<file path="config.mk">
export PLATFORM = sky130hd
export DESIGN_NAME = line_code_codec_unit
export DESIGN_NICKNAME = d
export VERILOG_FILES = /design/src/hw/rtl/lcc_pkg.sv /design/src/hw/rtl/lcc_codec.sv /design/src/hw/rtl/line_code_codec_unit.sv
export SDC_FILE = /design/constraint.sdc
export NUM_CORES = 1
export LEC_CHECK = 0
export BUFFER_PORTS_ARGS = -buffer_cell sky130_fd_sc_hd__buf_2
export CORE_MARGIN = 4
export CORE_UTILIZATION = 40
export CTS_CLUSTER_DIAMETER = 120
export DETAILED_ROUTE_END_ITERATION = 16
export PLACE_DENSITY = 0.68
export SYNTH_ARGS = -nofsm -noshare
export SYNTH_HDL_FRONTEND = slang
export SYNTH_SLANG_ARGS = --single-unit
</file>
<file path="constraint.sdc">
create_clock -name clk -period 1.7 [get_ports clk]
set_clock_uncertainty 0.15 [all_clocks]
set_input_delay 0.34 -clock clk [delete_from_list [all_inputs] [get_ports clk]]
set_output_delay 0.34 -clock clk [all_outputs]
set_load 0.005 [all_outputs]
</file>
<file path="src/hw/rtl/lcc_pkg.sv">
// ----------------------------------------------------------------------------
// lcc_pkg
// Shared types and constants of the line code codec: modes, item kinds,
// line levels and decode thresholds.
// ----------------------------------------------------------------------------
package lcc_pkg;

	localparam int SAMPLE_BITS = 8;
	// 1.0 is 1 << (SAMPLE_BITS-2); the thresholds sit at +-0.5
	localparam int HALF_THRESH = 1 << (SAMPLE_BITS - 3);

	typedef logic [1:0] mode_t;
	typedef logic signed [SAMPLE_BITS-1:0] sample_t;
	typedef logic signed [1:0] level_t;

	localparam mode_t MODE_NRZ        = 2'd0;
	localparam mode_t MODE_MANCHESTER = 2'd1;
	localparam mode_t MODE_NRZI       = 2'd2;
	localparam mode_t MODE_AMI        = 2'd3;

	localparam logic REQ_ENCODE = 1'b0;
	localparam logic REQ_DECODE = 1'b1;

	localparam level_t LVL_ZERO = 2'sb00;
	localparam level_t LVL_POS  = 2'sb01;
	localparam level_t LVL_NEG  = 2'sb11;

	localparam sample_t THRESH_POS = sample_t'(HALF_THRESH);
	localparam sample_t THRESH_NEG = sample_t'(-HALF_THRESH);

	localparam int IN_DATA_BITS  = 1 + 2 * SAMPLE_BITS;
	localparam int IN_TDATA_W    = ((IN_DATA_BITS + 7) / 8) * 8;
	localparam int OUT_DATA_BITS = 5;
	localparam int OUT_TDATA_W   = 8;

	typedef struct packed {
		logic    req_type;
		logic    data_bit;
		sample_t first_half_sample;
		sample_t second_half_sample;
	} item_t;

	typedef struct packed {
		level_t first_half_level;
		level_t second_half_level;
		logic   decoded_bit;
	} result_t;

endpackage

</file>
<file path="src/hw/rtl/lcc_codec.sv">
// ----------------------------------------------------------------------------
// lcc_codec
// Encode/decode logic for one item plus the NRZI and AMI running state.
// State advances only when the item is handed to the result register.
// ----------------------------------------------------------------------------
module lcc_codec (
	input  logic            clk,
	input  logic            arst_n,
	input  lcc_pkg::mode_t  code_mode,
	input  lcc_pkg::item_t  item,
	input  logic            fire,
	output lcc_pkg::result_t res
);
	import lcc_pkg::*;

	level_t  nrzi_tx_level_q;
	logic    ami_next_negative_q;
	level_t  nrzi_rx_prev_level_q;

	level_t  nrzi_tx_level_d;
	logic    ami_next_negative_d;
	level_t  nrzi_rx_prev_level_d;

	sample_t s1;
	sample_t s2;
	level_t  q_lvl;
	level_t  enc_lvl;

	assign s1 = item.first_half_sample;
	assign s2 = item.second_half_sample;

	// quantized second half, used by NRZI and AMI decode
	always_comb begin
		priority if (s2 > THRESH_POS) begin
			q_lvl = LVL_POS;
		end else if (s2 < THRESH_NEG) begin
			q_lvl = LVL_NEG;
		end else begin
			q_lvl = LVL_ZERO;
		end
	end

	always_comb begin
		res                  = '0;
		enc_lvl              = LVL_ZERO;
		nrzi_tx_level_d      = nrzi_tx_level_q;
		ami_next_negative_d  = ami_next_negative_q;
		nrzi_rx_prev_level_d = nrzi_rx_prev_level_q;
		if (item.req_type == REQ_ENCODE) begin
			unique case (code_mode)
				MODE_NRZ: begin
					enc_lvl = item.data_bit ? LVL_POS : LVL_ZERO;
					res.first_half_level  = enc_lvl;
					res.second_half_level = enc_lvl;
				end
				MODE_MANCHESTER: begin
					res.first_half_level  = item.data_bit ? LVL_POS : LVL_NEG;
					res.second_half_level = item.data_bit ? LVL_NEG : LVL_POS;
				end
				MODE_NRZI: begin
					// zero or high goes low on a mark, low goes high
					if (item.data_bit) begin
						nrzi_tx_level_d = nrzi_tx_level_q[1] ? LVL_POS : LVL_NEG;
					end
					res.first_half_level  = nrzi_tx_level_d;
					res.second_half_level = nrzi_tx_level_d;
				end
				default: begin
					if (item.data_bit) begin
						enc_lvl             = ami_next_negative_q ? LVL_NEG : LVL_POS;
						ami_next_negative_d = ~ami_next_negative_q;
					end
					res.first_half_level  = enc_lvl;
					res.second_half_level = enc_lvl;
				end
			endcase
		end else begin
			unique case (code_mode)
				MODE_NRZ: begin
					res.decoded_bit = (s2 > THRESH_POS);
				end
				MODE_MANCHESTER: begin
					res.decoded_bit = (s1 > THRESH_NEG) && (s2 < THRESH_POS);
				end
				MODE_NRZI: begin
					res.decoded_bit      = (q_lvl != nrzi_rx_prev_level_q);
					nrzi_rx_prev_level_d = q_lvl;
				end
				default: begin
					res.decoded_bit = (q_lvl != LVL_ZERO);
				end
			endcase
		end
	end

	always_ff @(posedge clk or negedge arst_n) begin
		if (!arst_n) begin
			nrzi_tx_level_q      <= LVL_ZERO;
			ami_next_negative_q  <= 1'b0;
			nrzi_rx_prev_level_q <= LVL_ZERO;
		end else if (fire) begin
			nrzi_tx_level_q      <= nrzi_tx_level_d;
			ami_next_negative_q  <= ami_next_negative_d;
			nrzi_rx_prev_level_q <= nrzi_rx_prev_level_d;
		end
	end

`ifndef SYNTH
	a_tx_level_legal: assert property (@(posedge clk) disable iff (!arst_n)
		nrzi_tx_level_q != 2'sb10)
		else $error("NRZI tx level holds an illegal code");

	a_rx_level_legal: assert property (@(posedge clk) disable iff (!arst_n)
		nrzi_rx_prev_level_q != 2'sb10)
		else $error("NRZI rx level holds an illegal code");

	a_ami_toggle: assert property (@(posedge clk) disable iff (!arst_n)
		(fire && item.req_type == REQ_ENCODE && code_mode == MODE_AMI && item.data_bit)
		|=> ami_next_negative_q != $past(ami_next_negative_q))
		else $error("AMI polarity did not alternate on a mark");
`endif

endmodule

</file>
<file path="src/hw/rtl/line_code_codec_unit.sv">
// ----------------------------------------------------------------------------
// line_code_codec_unit
// Per-bit NRZ / Manchester / NRZI / bipolar AMI line encoder and decoder.
// ----------------------------------------------------------------------------
// One item per clock while m_axis_tready keeps the result register moving. An
// accepted item lands in an input register, is coded by a short combinational
// path and is written to the result register, which drives m_axis_tvalid, once
// that register is empty or its result is being taken.
// The input side keeps accepting while a result waits, as long as the input
// register is empty or can move on. Encoder and decoder state (NRZI level,
// AMI polarity, last NRZI receive level) are separate and survive a write of
// code_mode; write code_mode only while the unit is empty.
module line_code_codec_unit (
	input  logic                             clk,
	input  logic                             arst_n,
	input  logic                             cfg_wr_en,
	input  logic [1:0]                       cfg_wr_data,   // code_mode
	input  logic                             s_axis_tvalid,
	output logic                             s_axis_tready,
	// [0] data_bit, [8:1] first_half_sample, [16:9] second_half_sample
	input  logic [lcc_pkg::IN_TDATA_W-1:0]   s_axis_tdata,
	input  logic                             s_axis_tuser,  // [0] req_type
	output logic                             m_axis_tvalid,
	input  logic                             m_axis_tready,
	// [1:0] first_half_level, [3:2] second_half_level, [4] decoded_bit
	output logic [lcc_pkg::OUT_TDATA_W-1:0]  m_axis_tdata
);
	import lcc_pkg::*;

	mode_t   code_mode_q;
	logic    valid_s1;
	item_t   item_s1;
	logic    out_valid_q;
	result_t res_q;
	result_t res_c;
	logic    advance;
	logic    s_fire;
	logic    fire;

	assign advance       = !out_valid_q || m_axis_tready;
	assign s_axis_tready = !valid_s1 || advance;
	assign s_fire        = s_axis_tvalid && s_axis_tready;
	assign fire          = valid_s1 && advance;

	always_ff @(posedge clk or negedge arst_n) begin
		if (!arst_n) begin
			code_mode_q <= MODE_NRZ;
		end else if (cfg_wr_en) begin
			code_mode_q <= cfg_wr_data;
		end
	end

	always_ff @(posedge clk or negedge arst_n) begin
		if (!arst_n) begin
			valid_s1 <= 1'b0;
		end else if (s_fire) begin
			valid_s1 <= 1'b1;
		end else if (advance) begin
			valid_s1 <= 1'b0;
		end
	end

	always_ff @(posedge clk) begin
		if (s_fire) begin
			item_s1.req_type           <= s_axis_tuser;
			item_s1.data_bit           <= s_axis_tdata[0];
			item_s1.first_half_sample  <= s_axis_tdata[SAMPLE_BITS:1];
			item_s1.second_half_sample <= s_axis_tdata[2*SAMPLE_BITS:SAMPLE_BITS+1];
		end
	end

	lcc_codec u_codec (
		.clk       (clk),
		.arst_n    (arst_n),
		.code_mode (code_mode_q),
		.item      (item_s1),
		.fire      (fire),
		.res       (res_c)
	);

	always_ff @(posedge clk or negedge arst_n) begin
		if (!arst_n) begin
			out_valid_q <= 1'b0;
		end else if (advance) begin
			out_valid_q <= valid_s1;
		end
	end

	always_ff @(posedge clk) begin
		if (fire) begin
			res_q <= res_c;
		end
	end

	assign m_axis_tvalid = out_valid_q;
	assign m_axis_tdata  = {(OUT_TDATA_W - OUT_DATA_BITS)'(0), res_q.decoded_bit,
		res_q.second_half_level, res_q.first_half_level};

`ifndef SYNTH
	a_stage_moves: assert property (@(posedge clk) disable iff (!arst_n)
		fire |=> m_axis_tvalid)
		else $error("item left the input register without reaching the output");

	a_accept_loads: assert property (@(posedge clk) disable iff (!arst_n)
		s_fire |=> valid_s1)
		else $error("accepted item missing from the input register");

	a_full_blocks: assert property (@(posedge clk) disable iff (!arst_n)
		(valid_s1 && out_valid_q && !m_axis_tready) |-> !s_axis_tready)
		else $error("input accepted while both registers are held");

	a_level_legal: assert property (@(posedge clk) disable iff (!arst_n)
		m_axis_tvalid |-> (m_axis_tdata[1:0] != 2'b10 && m_axis_tdata[3:2] != 2'b10))
		else $error("output level outside -1..1");
`endif

endmodule

</file>
==> reports/qor.yml, run 1 <==
placed_design:
  buffer_ports.inserted: 31
  place.gp.congestion: 0.8509
  detailedPlace.worstSlack_ns: -0.1714
  dp_hpwl_um: 1600
synthesis:
  synth.area.top_cells: "edfxtp_1, dfrtp_1, mux2_2"
  synth_top_cell_by_area: "edfxtp_1"
  ys_async_sr_fraction_pct: 29.03
  sequential_area_share_after_synthesis_pct: 69.07
  synth-edff-count: 22
  synth-seq-cells: 31
  synth.distinct_cells: 30
  yosys_most_used_dff: "edfxtp_1"
  synthCells: 91
  syn_area_um2: 1282
  synth_top_area_share_pct: 51.51
  yosysWarningCount: 0
  synthesis.area_per_instance_um2: 14.09
sta:
  final.min_clock_period_ns: 1.858
  drv_slew: 0
  fin_tns_setup_ns: -0.1615
  report.final.hold_viol_count: 0
  holdWs_ns: 0.03643
  final_critical_path_setup_slack_ns: -0.1580
  setup_viol: 2
  max_freq_ghz: 0.5382
  rsz0062_at_grt: "yes"
  layout_worst_path_cycle_share_pct: 109.3
routing:
  dr.first_iter.drc_count: 33
  post-route-drc-count: 0
  via_per_inst: 4.621
  wire_per_inst_um: 11.94
  total_detailed_routing_wirelength_um: 2114
  via_count: 818
  first_pass_iters: 4
  postRouteAntennaNets: 0
global_routing:
  grt.total_usage_pct: 11.66
  first_global_vias: 886
  use_met2_pct: 20.49
  overflow: 0
  largest_net_degree_at_the_start_of_global_routing: 19
  antenna_found_initial: 0
  grt_pass1_wl_um: 3629
  grt.met1_usage_pct: 11.24
  global_route.usage.met3_pct: 6.412
  grt-busiest-layer: "met2"
cells_and_area:
  area_occupied_by_registers_um2: 885.9
  final_net_count: 164
  final_common_cell: "buf_2"
  post_route_cells_drive_above_1_share_pct: 36.09
  mostFrequentLayoutCells: "buf_2, edfxtp_1, dfrtp_1"
  fillCellCount: 281
  area_growth_pct: 21.66
  antenna-diode-count: 0
  multi_input_area_um2: 367.9
clock_network:
  cts-root-to-sink-buffers: 2
  htreeDepth: 2
  tritoncts: "built"
  clock_sink_count: 31
  clkLatencyLatePin_ns: 0.32
  clk_pin_slew_ns: 0.09
  clock_tree.root_cell: "clkbuf_4"
  cts_inserted_buffers: 5
setup_path:
  element_type_at_the_critical_path_end: "flip-flop"
  cp_max_fo: 3
  start_to_end_type_of_the_worst_setup_path: "flip-flop to flip-flop"
  setup.worst_path.start_class: "flip-flop"
  worst_r2r_path_depth: 5
  crit_end: "m_axis_tdata[4]"
  critPathLaunch: "item_s1[0]"
  regToRegEndpoint: "m_axis_tdata[4]"
  crit_required_ns: 1.62
  worst_reg2reg_setup_slack_ns: -0.16
  crit-reg2reg-launch: "item_s1[0]"
  critical_path_arrival_ns: 1.78
pwr:
  p_leak_nw: 0.6248
  power-per-cell-area_nw_per_um2: 1023
  vdd.ir_drop.worst_mv: 0.6519
floorplanning:
  die_width_um: 64.63
  floorplan.die.height_um: 64.63
  io-pin-count: 42
  coreArea_um2: 3053
  design.die.area_um2: 4176
  initial_utilization_pct: 42.01
  placement_rows: 20
min_path:
  holdCritPathClass: "input port to flip-flop"
outcome:
  status: "complete, but fails checks"
  violations_in_the_final_reports: "negative setup slack"
flow_run:
  maxCapViolations: 0
## state kept, by name (all words and copies together) (netlist names)
register	count
u_codec.ami_next_negative_q	1
m_axis_tvalid	1
valid_s1	1
u_codec.nrzi_tx_level_q	2
item_s1	18
u_codec.nrzi_rx_prev_level_q	2
m_axis_tdata	4
code_mode_q	2
## kinds of logic after synthesis
kind of cell,count (synthesis),share of synthesized area [%]
AOI/OAI and AO/OA,17,9.659
xor gates and xnor gates,3,2.049
buffers and inverters,6,2.927
DFF,31,69.07
muxes,5,4.292
other,1,0.2924
and+or+nand+nor,28,11.71
## worst min path at each step
stage	depth (start not counted)	slack, ns	start	endpoint
5_1_grt	1	0.006	s_axis_tdata[16]	item_s1[7]
3_5_place_dp	1	0.06	arst_n	u_codec.nrzi_tx_level_q[0]
2_1_floorplan	0	-0.11	arst_n	code_mode_q[0]
4_1_cts	1	0.02	s_axis_tdata[8]	item_s1[15]
6_report	1	0.04	s_axis_tdata[8]	item_s1[15]
3_3_place_gp	1	0.05	arst_n	u_codec.nrzi_tx_level_q[0]
## cell usage after synthesis (2+ instances only)
master	n
nand2b_1	4
edfxtp_1	22
and2_1	2
a21oi_1	4
o211ai_1	2
mux2_2	4
o21ai_0	4
buf_4	4
dfrtp_1	9
nor2_1	7
xor2_1	2
inv_1	2
nand2_1	5
nand3b_1	2
nand3_1	3
## stage by stage
stage | std cells | util [%] | total power, mW | area (um^2)
final | 177 | 51.11 | 1.597 | 1560
after global routing | 177 | 51.11 | 1.703 | 1560
after CTS | 177 | 51.07 | 1.620 | 1559
after detailed placement | 168 | 49.14 | 1.232 | 1500
after global placement | 168 | 49.14 | 1.223 | 1500
after floorplan | 93 | - | 1.134 | 1290
## routing by layer
metal	vias up	wire length (um)
li1	413	-
met1	375	819
met2	28	1119
met3	2	164
met4	0	11
met5	-	0
## timing repair
| action | CTS | global route |
|---|---|---|
| resized for setup | 0 | 1 |
| cloned | 0 | 0 |
| endpoints found under the hold margin | 9 | 0 |
| hold buffers | 1 | 0 |
| setup buffers | 0 | 0 |
| pin swaps | 0 | 1 |
| endpoints found under the setup margin | 2 | 20 |
## report_power, final
| part | leakage, nW | internal (mW) | switching (mW) | total, mW |
|---|---|---|---|---|
| logic | 0.281 | 0.128 | 0.105 | 0.233 |
| registers | 0.316 | 0.915 | 0.0685 | 0.984 |
| clock network | 0.0273 | 0.153 | 0.227 | 0.380 |
## area by class of cell
| cell class | instances | share of cell area [%] |
|---|---|---|
| sequential | 31 | 56.78 |
| timing repair buffer | 36 | 12.51 |
| clock buffer | 6 | 2.646 |
| multi-input combinational | 56 | 23.58 |
| tap | 44 | 3.528 |
| inverter | 2 | 0.4812 |
| clock inverter | 2 | 0.4812 |
## worst max-delay path: stages, from the launching register on
cell,delay [ns]
edfxtp_1,0.37
or4_4,0.55
o21ai_4,0.16
mux2i_1,0.10
o31ai_2,0.17
a31oi_1,0.10
(Power assumes the default switching activity.)
==> inputs of run 2 (changes only) <==
--- a/config.mk
+++ b/config.mk
@@ -5,12 +5,13 @@
 export SDC_FILE = /design/constraint.sdc
 export NUM_CORES = 1
 export LEC_CHECK = 0
+export ABC_AREA = 1
 export BUFFER_PORTS_ARGS = -buffer_cell sky130_fd_sc_hd__buf_2
 export CORE_MARGIN = 4
 export CORE_UTILIZATION = 40
 export CTS_CLUSTER_DIAMETER = 120
 export DETAILED_ROUTE_END_ITERATION = 16
-export PLACE_DENSITY = 0.68
+export PLACE_DENSITY = 0.65
 export SYNTH_ARGS = -nofsm -noshare
 export SYNTH_HDL_FRONTEND = slang
 export SYNTH_SLANG_ARGS = --single-unit
==> constraint.sdc (replaced) <==
create_clock -name clk -period 2 [get_ports clk]
set_clock_uncertainty 0.15 [all_clocks]
set_input_delay 0.4 -clock clk [delete_from_list [all_inputs] [get_ports clk]]
set_output_delay 0.4 -clock clk [all_outputs]
set_load 0.005 [all_outputs]
==> run 2 against run 1 <==
Against the previous run:
- routed wire length fell by 0.85%
- critical path type unchanged
- non-clock buffer count fell by 3
- die area grew 2.6%
- design area increased by 1.2%
- the run now ends clean
==> reports/qor.yml, run 2 <==
outcome:
  status: "finished clean"
global_routing:
  grt.total_usage_pct: 11.53
  overflow: 0
  antenna_found_initial: 0
  largest_net_degree_at_the_start_of_global_routing: 19
  grt_pass1_wl_um: 3581
  first_global_vias: 884
sta:
  max_freq_ghz: 0.6497
  final.min_clock_period_ns: 1.539
  fin_tns_setup_ns: 0
  drv_slew: 0
  report.final.hold_viol_count: 0
  rsz0062_at_grt: "no"
  setup_viol: 0
  holdWs_ns: 0.08803
  layout_worst_path_cycle_share_pct: 76.96
clock_network:
  clkLatencyLatePin_ns: 0.33
  htreeDepth: 2
  cts_inserted_buffers: 5
  cts-root-to-sink-buffers: 2
  clk_pin_slew_ns: 0.10
  clock_tree.root_cell: "clkbuf_4"
  tritoncts: "built"
  clock_sink_count: 31
min_path:
  holdCritPathClass: "input port to flip-flop"
  worstHoldStart: "s_axis_tdata[3]"
  whs_endpoint: "item_s1[10]"
  min_path_cells: 1
pwr:
  p_leak_nw: 0.7248
  netSwitchingFraction_pct: 27.50
  power-per-cell-area_nw_per_um2: 900.9
  vdd.ir_drop.worst_mv: 0.4641
  p_int_mw: 1.031
  seq_power_share_pct: 60.0
  p_sw_uw: 391.2
  comb_power_share_pct: 15.7
  power.share.clock_pct: 24.3
cells_and_area:
  final_net_count: 193
  fillCellCount: 294
  final_common_cell: "buf_2"
  mostFrequentLayoutCells: "buf_2, nand2_1, edfxtp_1"
  area_growth_pct: 19.62
  post_route_cells_drive_above_1_share_pct: 29.01
  number_of_flip_flops_in_the_largest_register: 18
  antenna-diode-count: 0
  largest-register: "item_s1"
placed_design:
  dp_hpwl_um: 1612
  buffer_ports.inserted: 31
  place.gp.congestion: 0.7837
routing:
  post-route-drc-count: 0
  total_detailed_routing_wirelength_um: 2096
  wire_per_inst_um: 10.17
  postRouteAntennaNets: 0
  dr.first_iter.drc_count: 18
  first_pass_iters: 4
  via_count: 876
  via_per_inst: 4.252
floorplanning:
  die_width_um: 65.45
  placement_rows: 20
  io-pin-count: 42
  coreArea_um2: 3103
  floorplan.die.height_um: 65.45
  design.die.area_um2: 4283
  initial_utilization_pct: 42.54
synthesis:
  post-synth-top-count-cell: "nand2_1"
  synth.area.top_cells: "edfxtp_1, dfrtp_1, nand2_1"
  synth.distinct_cells: 21
  yosysWarningCount: 0
  ys_async_sr_fraction_pct: 29.03
  synth-seq-cells: 31
  synth_top_cells_by_count: "nand2_1, edfxtp_1, inv_1"
  synth_top_cell_by_area: "edfxtp_1"
  synthCells: 123
  syn_area_um2: 1320
  synth_top_area_share_pct: 50.05
  synthesis.area_per_instance_um2: 10.73
  sequential_area_share_after_synthesis_pct: 67.11
  synth-edff-count: 22
  yosys_most_used_dff: "edfxtp_1"
setup_path:
  cp_max_fo: 3
  regToRegEndpoint: "m_axis_tdata[4]"
  worst_r2r_path_depth: 8
  crit_required_ns: 1.93
  crit-reg2reg-launch: "item_s1[7]"
  setup.worst_path.start_class: "flip-flop"
  worst_reg2reg_setup_slack_ns: 0.46
  element_type_at_the_critical_path_end: "flip-flop"
  critical_path_arrival_ns: 1.47
  start_to_end_type_of_the_worst_setup_path: "flip-flop to flip-flop"
flow_run:
  maxCapViolations: 0
==> run 2: cell families (layout without fill, tap and decap cells) <==
| group | count (synthesis) | after routing | share of synthesized area (%) |
|---|---|---|---|
| flip-flops | 31 | 31 | 67.11 |
| AND/OR/NAND/NOR | 44 | 44 | 13.93 |
| XOR/XNOR | 2 | 2 | 1.327 |
| AO/OA/AOI/OAI | 18 | 18 | 8.531 |
| other | 1 | 3 | 0.2841 |
| buffers and inverters | 27 | 64 | 8.816 |
==> run 2: per-layer routing <==
metal	global-route usage [%]	part of all wire, %	up-vias
met3	4.786	7.6	7
met2	19.09	47	31
met1	12.47	43	373
met4	6.218	2.5	0
met5	0	0	-
li1	-	-	465
==> run 2: worst max path at each step <==
stage,start,to,cells past startpoint,slack (ns)
floorplan,m_axis_tready,item_s1[0],4,0.49
global placement,item_s1[7],m_axis_tdata[4],10,0.50
detailed placement,item_s1[7],m_axis_tdata[4],8,0.47
CTS,item_s1[7],m_axis_tdata[4],8,0.44
global route,item_s1[7],m_axis_tdata[4],10,0.26
finish,item_s1[7],m_axis_tdata[4],8,0.46
==> run 2: power groups by stage <==
stage | clock, mW | sequential, mW | combinational, mW
final | 0.346 | 0.854 | 0.223
after detailed placement | 0 | 0.868 | 0.226
after floorplan | 0 | 0.860 | 0.155
after CTS | 0.365 | 0.855 | 0.228
after global placement | 0 | 0.863 | 0.217
after global routing | 0.395 | 0.866 | 0.263
==> run 2: repair_timing <==
action | 4_1_cts | 5_1_grt
setup buffers | 0 | 0
endpoints found under the hold margin | 9 | 0
endpoints found under the setup margin | 0 | 0
hold buffers | 1 | 0
resized for setup | 0 | 0
==> run 2: worst max-delay path, cell delays in order (launching register included) <==
cell      delay, ns
edfxtp_1       0.41
inv_1          0.10
nand2_1        0.05
nor2_1         0.08
nand2_1        0.06
nand2_1        0.10
nand2_1        0.09
o21ai_0        0.21
a21oi_2        0.04
==> run 2: cell type report <==
type                    instances  area [um^2]  share of cell area, %
flip-flops and latches         31        885.9                  56.10
clock inverters                 2        12.51                 0.7924
clock buffers                   6        41.29                  2.615
repair buffers                 33        172.7                  10.94
multi-input cells              67        325.3                  20.60
well taps                      44        55.05                  3.487
inverters                      23        86.33                  5.468
==> run 2: metrics by stage <==
step                cells  util [%]  setup WS (ns)  total power, mW  area [um^2]
floorplan             125         -         0.4903            1.015         1328
global placement      197     48.83         0.4969            1.081         1515
detailed placement    197     48.83         0.4651            1.094         1515
CTS                   206     50.89         0.4413            1.448         1579
global route          206     50.89         0.2613            1.524         1579
finish                206     50.89         0.4607            1.423         1579
==> inputs of run 3 (changes only) <==
==> constraint.sdc (replaced) <==
create_clock -name clk -period 1.5 [get_ports clk]
set_clock_uncertainty 0.15 [all_clocks]
set_input_delay 0.3 -clock clk [delete_from_list [all_inputs] [get_ports clk]]
set_output_delay 0.3 -clock clk [all_outputs]
set_load 0.005 [all_outputs]
==> run 3 against run 2 <==
Against the previous run:
- non-clock buffer count rose by 22
- die area stayed put
- first-iteration DRC count is the same
- maximum frequency is 3.7% higher
- global-route usage increased by 1.6 points
- via count increased by 12%
- combinational power up 63%
- largest cell class unchanged
- hold slack worse by 0.051 ns
- worst setup slack worse by 0.45 ns
- sequential power is 33% higher
- largest power group unchanged
- sequential cell count is the same
- clock-buffer cell count stayed put
==> reports/qor.yml, run 3 (synthesis gave the netlist of run 2 again) <==
outcome:
  status: "finished clean"
setup_path:
  critical_path_arrival_ns: 1.41
  setup.worst_path.start_class: "flip-flop"
  slowest_cell_on_the_critical_path: "edfxtp_1"
  timing.critical_path.mode_cell: "nand3_1"
  start_to_end_type_of_the_worst_setup_path: "flip-flop to flip-flop"
  critical_path.cell_chain: "buf_4 > a21oi_4 > inv_1 > nand3_1 > nand3_1 > nand2_1 > a21oi_2"
  cp_max_fo: 3
  crit_required_ns: 1.43
  max_stage_delay_ns: 0.43
  element_type_at_the_critical_path_end: "flip-flop"
routing:
  wire_per_inst_um: 10.65
  post-route-drc-count: 0
  dr.first_iter.drc_count: 18
  via_count: 983
  via_per_inst: 4.311
  first_pass_iters: 3
  postRouteAntennaNets: 0
  total_detailed_routing_wirelength_um: 2429
pwr:
  power-per-cell-area_nw_per_um2: 1226
  power_mw: 2.295
  p_leak_nw: 0.8498
  vdd.ir_drop.worst_mv: 0.6055
global_routing:
  antenna_found_initial: 0
  grt.total_usage_pct: 13.15
  first_global_vias: 1018
  overflow: 0
  grt_pass1_wl_um: 4174
  largest_net_degree_at_the_start_of_global_routing: 19
clock_network:
  cts-root-to-sink-buffers: 2
  htreeDepth: 2
  tritoncts: "built"
  cts_inserted_buffers: 5
  clkLatencyLatePin_ns: 0.32
  clock_sink_count: 31
  clk_pin_slew_ns: 0.09
  clock_tree.root_cell: "clkbuf_4"
floorplanning:
  initial_utilization_pct: 42.54
  io-pin-count: 42
  placement_rows: 20
  floorplan.die.height_um: 65.45
  die_width_um: 65.45
  coreArea_um2: 3103
  design.die.area_um2: 4283
placed_design:
  dp_hpwl_um: 1714
  detailedPlace.worstSlack_ns: -0.03566
  place.gp.congestion: 0.7891
  buffer_ports.inserted: 31
cells_and_area:
  antenna-diode-count: 0
  area_growth_pct: 41.80
  final_common_cell: "buf_2"
  fillCellCount: 285
  final_net_count: 215
  number_of_flip_flops_in_the_largest_register: 18
  post_route_cells_drive_above_1_share_pct: 30.98
  mostFrequentLayoutCells: "buf_2, nand2_1, edfxtp_1"
  largest-register: "item_s1"
sta:
  setup_viol: 0
  max_freq_ghz: 0.6735
  final_critical_path_setup_slack_ns: 0.01528
  rsz0062_at_grt: "yes"
  drv_slew: 0
  report.final.hold_viol_count: 0
  final.min_clock_period_ns: 1.485
  layout_worst_path_cycle_share_pct: 98.98
flow_run:
  maxCapViolations: 0
min_path:
  holdCritPathClass: "input port to flip-flop"
## run 3: changes by cell type in the layout (fill, tap and decap cells not counted), sizes merged
cell / before / now
bufinv: 0 / 2
clkinv: 1 / 0
clkinvlp: 1 / 0
dlygate4sd3: 1 / 19
buf: 32 / 36
## run 3: critical path: cells and delay by family, from the launching register on
family / cells / cell delay [ns]
flip-flops: 1 / 0.43
buffers and inverters: 2 / 0.25
AO/OA/AOI/OAI: 2 / 0.18
AND/OR/NAND/NOR: 3 / 0.22
## run 3: layout make-up
type | count | area [um^2] | share of cell area (%)
clock inverters | 2 | 60.06 | 3.209
flip-flops and latches | 31 | 885.9 | 47.33
multi-input cells | 67 | 347.8 | 18.58
repair buffers | 55 | 395.4 | 21.12
well taps | 44 | 55.05 | 2.941
clock buffers | 6 | 41.29 | 2.206
inverters | 23 | 86.33 | 4.612
## run 3: worst paths after layout
| kind | from | endpoint | slack, ns | cells after the start |
|---|---|---|---|---|
| max reg2reg | item_s1[6] | m_axis_tdata[4] | 0.02 | 7 |
| max in group asynchronous | arst_n | m_axis_tvalid | 0.81 | 2 |
| max | item_s1[6] | m_axis_tdata[4] | 0.02 | 7 |
| min | cfg_wr_data[1] | code_mode_q[1] | 0.04 | 3 |
| min in group asynchronous | arst_n | u_codec.nrzi_tx_level_q[1] | 0.20 | 2 |
| min reg2reg | u_codec.ami_next_negative_q | u_codec.ami_next_negative_q | 0.34 | 1 |
## run 3: per-stage QoR
step / cell area, um^2 / setup TNS [ns] / hold WS, ns / util (%) / cells
2_1_floorplan: 1328 / 0 / -0.1456 / - / 125
3_3_place_gp: 1550 / 0 / 0.01946 / 49.96 / 200
3_5_place_dp: 1550 / -0.03566 / 0.01485 / 49.96 / 200
4_1_cts: 1867 / 0 / 0.02209 / 60.16 / 228
5_1_grt: 1872 / -0.1002 / 0.03139 / 60.32 / 228
6_report: 1872 / 0 / 0.03711 / 60.32 / 228
## run 3: repair_timing
item,CTS,global route
gates resized for setup,5,2
hold endpoints to repair,27,0
buffers inserted,1,0
hold buffers,19,0
setup endpoints to repair,1,2
pin swaps,0,1
## run 3: metal layers
metal  vias to the layer above  track usage, %  wire length (um)
met5                         -               0                 0
met4                         0           5.440                23
met3                         4           4.444               150
met2                        30           24.02              1346
met1                       441           13.62               908
li1                        508               -                 -
## run 3: power by group
| group | internal, mW | switching (mW) | leakage (nW) |
|---|---|---|---|
| Sequential | 1.06 | 0.0792 | 0.320 |
| Combinational | 0.181 | 0.183 | 0.478 |
| Clock | 0.520 | 0.269 | 0.0525 |
